===== src/rtl/cie_pkg.sv =====
// ----------------------------------------------------------------------------
// cie_pkg: shared definitions for the custom ISA execute unit
// Opcodes, sizes, masks and the execute result record.
// ----------------------------------------------------------------------------
package cie_pkg;

    localparam int WORD_W     = 32;
    localparam int FIELD_W    = 5;
    localparam int ADDR_OUT_W = 11;
    localparam int IMM_W      = 18;
    localparam int SHAMT_W    = 13;

    // Register file size; entry zero always reads as zero.
    localparam int REG_COUNT = 32;
    localparam int REG_IDX_W = (REG_COUNT > 1) ? $clog2(REG_COUNT) : 1;

    // Data memory depth in words; must be a power of two.
    localparam int DATA_DEPTH = 2048;
    localparam int DM_AW      = $clog2(DATA_DEPTH);

    localparam logic [WORD_W-1:0]  PC_HI_MASK  = 32'hF000_0000;
    localparam logic [WORD_W-1:0]  JMP_MASK    = 32'h0FFF_FFFF;
    localparam logic [WORD_W-1:0]  DM_MASK     = WORD_W'(DATA_DEPTH - 1);
    localparam logic [SHAMT_W-1:0] SHIFT_LIMIT = SHAMT_W'(WORD_W);

    typedef enum logic [3:0] {
        OP_ADD  = 4'd0,
        OP_SUB  = 4'd1,
        OP_MUL  = 4'd2,
        OP_MOVI = 4'd3,
        OP_JEQ  = 4'd4,
        OP_AND  = 4'd5,
        OP_XORI = 4'd6,
        OP_JMP  = 4'd7,
        OP_LSL  = 4'd8,
        OP_LSR  = 4'd9,
        OP_MOVR = 4'd10,
        OP_MOVM = 4'd11
    } t_opcode;

    typedef struct packed {
        logic [WORD_W-1:0]  next_pc;
        logic               taken;
        logic               wr;
        logic [FIELD_W-1:0] idx;
        logic [WORD_W-1:0]  val;
        logic               is_load;
        logic               is_store;
        logic [WORD_W-1:0]  mem_addr;
        logic [WORD_W-1:0]  store_val;
    } t_exec_out;

    // True when a register number names a real, writable entry.
    function automatic logic reg_ok(input logic [FIELD_W-1:0] idx);
        reg_ok = (idx != '0) && ({{(WORD_W - FIELD_W){1'b0}}, idx} < WORD_W'(REG_COUNT));
    endfunction

endpackage


===== src/rtl/cie_exec.sv =====
// ----------------------------------------------------------------------------
// cie_exec: instruction decode and execute
// Combinational ALU, branch and address logic for one instruction word.
// ----------------------------------------------------------------------------
module cie_exec import cie_pkg::*; (
    input  logic [WORD_W-1:0] i_word,
    input  logic [WORD_W-1:0] i_r1_val,
    input  logic [WORD_W-1:0] i_r2_val,
    input  logic [WORD_W-1:0] i_r3_val,
    input  logic [WORD_W-1:0] i_pc,
    output t_exec_out         o_exec
);

    t_opcode             op;
    logic [FIELD_W-1:0]  r1;
    logic [WORD_W-1:0]   imm;
    logic [SHAMT_W-1:0]  shamt;
    logic [WORD_W-1:0]   pc_inc;
    logic [WORD_W-1:0]   addr_sum;
    logic [WORD_W-1:0]   product;

    assign op       = t_opcode'(i_word[31:28]);
    assign r1       = i_word[27:23];
    assign imm      = {{(WORD_W - IMM_W){1'b0}}, i_word[IMM_W-1:0]};
    assign shamt    = i_word[SHAMT_W-1:0];
    assign pc_inc   = i_pc + WORD_W'(1);
    assign addr_sum = i_r2_val + imm;
    assign product  = i_r2_val * i_r3_val;

    always_comb begin
        o_exec         = '0;
        o_exec.next_pc = pc_inc;
        case (op)
            OP_ADD: begin
                o_exec.val = i_r2_val + i_r3_val;
                o_exec.wr  = 1'b1;
            end
            OP_SUB: begin
                o_exec.val = i_r2_val - i_r3_val;
                o_exec.wr  = 1'b1;
            end
            OP_MUL: begin
                o_exec.val = product;
                o_exec.wr  = 1'b1;
            end
            OP_MOVI: begin
                o_exec.val = imm;
                o_exec.wr  = 1'b1;
            end
            OP_JEQ: begin
                if (i_r1_val == i_r2_val) begin
                    o_exec.next_pc = pc_inc + imm;
                    o_exec.taken   = 1'b1;
                end
            end
            OP_AND: begin
                o_exec.val = i_r2_val & i_r3_val;
                o_exec.wr  = 1'b1;
            end
            OP_XORI: begin
                o_exec.val = i_r2_val ^ imm;
                o_exec.wr  = 1'b1;
            end
            OP_JMP: begin
                o_exec.next_pc = (pc_inc & PC_HI_MASK) | (i_word & JMP_MASK);
                o_exec.taken   = 1'b1;
            end
            OP_LSL: begin
                o_exec.val = (shamt >= SHIFT_LIMIT) ? '0 : (i_r2_val << shamt[4:0]);
                o_exec.wr  = 1'b1;
            end
            OP_LSR: begin
                o_exec.val = (shamt >= SHIFT_LIMIT) ? '0 : (i_r2_val >> shamt[4:0]);
                o_exec.wr  = 1'b1;
            end
            OP_MOVR: begin
                // load data comes back from the memory, registered beside the result
                o_exec.mem_addr = addr_sum & DM_MASK;
                o_exec.is_load  = 1'b1;
                o_exec.wr       = 1'b1;
            end
            OP_MOVM: begin
                o_exec.mem_addr  = addr_sum & DM_MASK;
                o_exec.store_val = i_r1_val;
                o_exec.is_store  = 1'b1;
            end
            default: begin
            end
        endcase

        // drop writes to register zero or past the file
        if (!reg_ok(r1)) begin
            o_exec.wr = 1'b0;
        end
        if (o_exec.wr) begin
            o_exec.idx = r1;
        end else begin
            o_exec.val = '0;
        end
    end

endmodule


===== config.mk =====
export PLATFORM = sky130hd
export DESIGN_NAME = cie_exec
export DESIGN_NICKNAME = d
export VERILOG_FILES = /design/src/rtl/cie_pkg.sv /design/src/rtl/cie_exec.sv
export SDC_FILE = /design/constraint.sdc
export NUM_CORES = 2
export LEC_CHECK = 0
export ABC_AREA = 1
export BUFFER_PORTS_ARGS = -buffer_cell sky130_fd_sc_hd__buf_2
export CORE_MARGIN = 2
export CORE_UTILIZATION = 50
export DETAILED_ROUTE_END_ITERATION = 7
export GPL_ROUTABILITY_DRIVEN = 0
export PLACE_DENSITY = 0.67
export SLEW_MARGIN = 20
export SYNTH_ARGS = -nofsm -noshare
export SYNTH_HDL_FRONTEND = slang
export SYNTH_SLANG_ARGS = --single-unit

===== constraint.sdc =====
create_clock -name vclk -period 18.58
set_input_delay 1.858 -clock vclk [all_inputs]
set_output_delay 1.858 -clock vclk [all_outputs]
set_load 0.01 [all_outputs]

==> qor.txt <==
Die W -> 239 µm
Hold buffers post-CTS -> 0
Critical path's top delay family -> adder cells
Worst-Margin Slew -> 1.10 ns
Bufs and invs on worst path -> 5
Final wirelength -> 103 mm
Mapped Cells -> 4380
Final min period -> 11.40 ns
DR DRC count -> 0
Syn Area/Cell -> 6.28 µm²
Post-synthesis sequential area ratio -> 0%
Initial antenna violation count -> 3
Critical setup path kind -> in2out
Worst-path cell chain -> buf_2 -> nand2_1 -> fa_1 -> inv_1 -> fa_1 -> fa_1 -> inv_1 -> fa_1 -> inv_1 -> fa_1 -> fa_1 -> fa_1 -> fa_1 -> ha_1 -> a21oi_1 -> o21ai_0 -> a21oi_1 -> nand3_1 -> a21o_1 -> a21oi_1 -> o21ai_0 -> a31oi_1 -> buf_2
Startpoint types -> input port
Fraction of layout instances using a drive strength above 1 -> 8.49%
Gr usage total -> 35.8%
Worst Path Required -> 16.72 ns
Synth Cell Area -> 27500 µm²
Post-CTS sizing -> 0
First-pass GRT wire length -> 158 mm
CP max stage delay -> 0.56 ns
Top cell type's share of synthesized area -> 29.9%
CP Depth -> 23
Synthesis Warnings -> 0
Netlist cell types -> 65
CP Launch Point -> i_r3_val[9]
Count of final hold-check violations -> 0
Top post-synthesis cells by area -> fa_1, nand2_1, inv_1, ha_1, o21ai_0
Worst min path class -> in2out
Port-buffer cells -> 276
Avg WL per Cell -> 20.0 µm
Arrival time at the worst endpoint -> 9.54 ns
Die Height -> 239 µm
Initial Utilization -> 50.8%
GRT overflow -> 0
Setup ws final -> 7.18 ns
Period utilisation layout -> 61.3%
Max-Cap Viols -> 0
Worst Setup EP -> o_exec[90]
Outcome -> completed
Largest net degree at the start of global routing -> 76
Post-DP HPWL -> 80.0 mm
Reg area -> 0 µm²
Worst path slowest cell -> buf_2
FFs & Latches -> 0
Initial DRC count -> 3071
Number of antenna diodes -> 0
Die area -> 56900 µm²
Dpl ws -> 7.45 ns
Final setup TNS -> 0 ns
Nets -> 5225
Worst rel slew slack -> 26.1%
Critical-path maximum fanout -> 26
RSZ-0062 raised after global routing -> false
Final setup vio count -> 0
Synth-to-Final Area Change -> 5.47%
# Post-CTS Setup Buffers -> 0
Final-report max-slew violation count -> 0
DRT Pass-1 Iters -> 8
Leading area contributor after synthesis -> fa_1
Vias per cell -> 5.62
I/O pins -> 297
Cell mode on critical path -> fa_1
Vias in the first global route -> 28054
ANT nets after route -> 0
# clk buffers -> 0
Rows -> 85
Fmax -> 87.7 MHz
Core outline area -> 54100 µm²
Worst Setup End Kind -> output pin
Via count -> 29023
## tightest hold or removal path, delay by kind of cell
kind / cells / cell delay (ns)
buffers and inverters: 2 / 0.19
and+or+nand+nor: 2 / 0.11
## cell families after synthesis
family	synth area share (%)
mux	0.619
xor+xnor	3.40
other cells	0.0136
simple gates	27.0
fa+ha+maj	38.4
compound gates	13.0
buf+inv	17.6
## cell usage after synthesis (30+ instances only)
| master | n |
|---|---|
| nand3_1 | 179 |
| inv_1 | 988 |
| xnor2_1 | 30 |
| buf_1 | 45 |
| xor2_1 | 75 |
| o211ai_1 | 36 |
| ha_1 | 186 |
| a21oi_1 | 174 |
| nor3_1 | 35 |
| buf_2 | 39 |
| nor2_1 | 294 |
| clkbuf_1 | 132 |
| o21ai_0 | 238 |
| fa_1 | 411 |
| nand2_1 | 1172 |
## per-layer routing
| layer | global-route usage [%] | share of wire [%] | routed length (µm) | up-vias |
|---|---|---|---|---|
| li1 | - | - | - | 13456 |
| met1 | 48.0 | 40 | 40800 | 13535 |
| met2 | 55.8 | 43 | 44200 | 1705 |
| met3 | 7.54 | 12 | 12400 | 325 |
| met4 | 16.1 | 5.7 | 5880 | 2 |
| met5 | 0 | 0.0068 | 7 | - |
## cell type report
class	count	area, µm²
Fill cell	5602	25100
Inverter	1009	3790
Multi-Input combinational cell	3150	22700
Tap cell	696	871
Timing Repair Buffer	307	1610
## metrics by stage
step | utilization, % | hold slack, ns | area (µm²) | cells
finish | 53.6 | 4.02 | 29000 | 5162
global route | 53.6 | 4.05 | 29000 | 5162
CTS | 53.6 | 4.02 | 29000 | 5162
detailed placement | 53.6 | 4.02 | 29000 | 5162
global placement | 53.6 | 4.02 | 29000 | 5162
floorplan | - | 3.80 | 27600 | 4400
## worst min-delay path by stage
stage                       from     endpoint  slack (ns)  cells past startpoint
global route        i_r1_val[23]   o_exec[23]        4.05                      4
global placement      i_word[22]  o_exec[127]        4.02                      4
finish                i_word[22]  o_exec[127]        4.02                      4
detailed placement    i_word[22]  o_exec[127]        4.02                      4
floorplan            i_r1_val[0]    o_exec[0]        3.80                      2
CTS                   i_word[22]  o_exec[127]        4.02                      4
## cells in the final DEF (no fill, tap or decap), drive strengths merged, types with 16 or more instances in the layout
cell type  synthesis  routed
o22ai             26      26
nand4             26      26
o211ai            36      36
ha               186     186
conb               1      21
nand3            182     182
nor4              17      17
a21o              18      18
fa               411     411
xnor2             30      30
inv             1004    1004
a31oi             22      22
o21bai            16      16
mux2i             17      17
nor2             306     306
nor3              46      46
o21ai            254     254
a21oi            176     176
nand2           1181    1181
xor2              76      76
buf              109     307
o221ai            18      18
or2               21      21
Power is left out: the tool's default activity adds up to more than one toggle a clock period on the data nets, which glitch-free logic cannot reach.
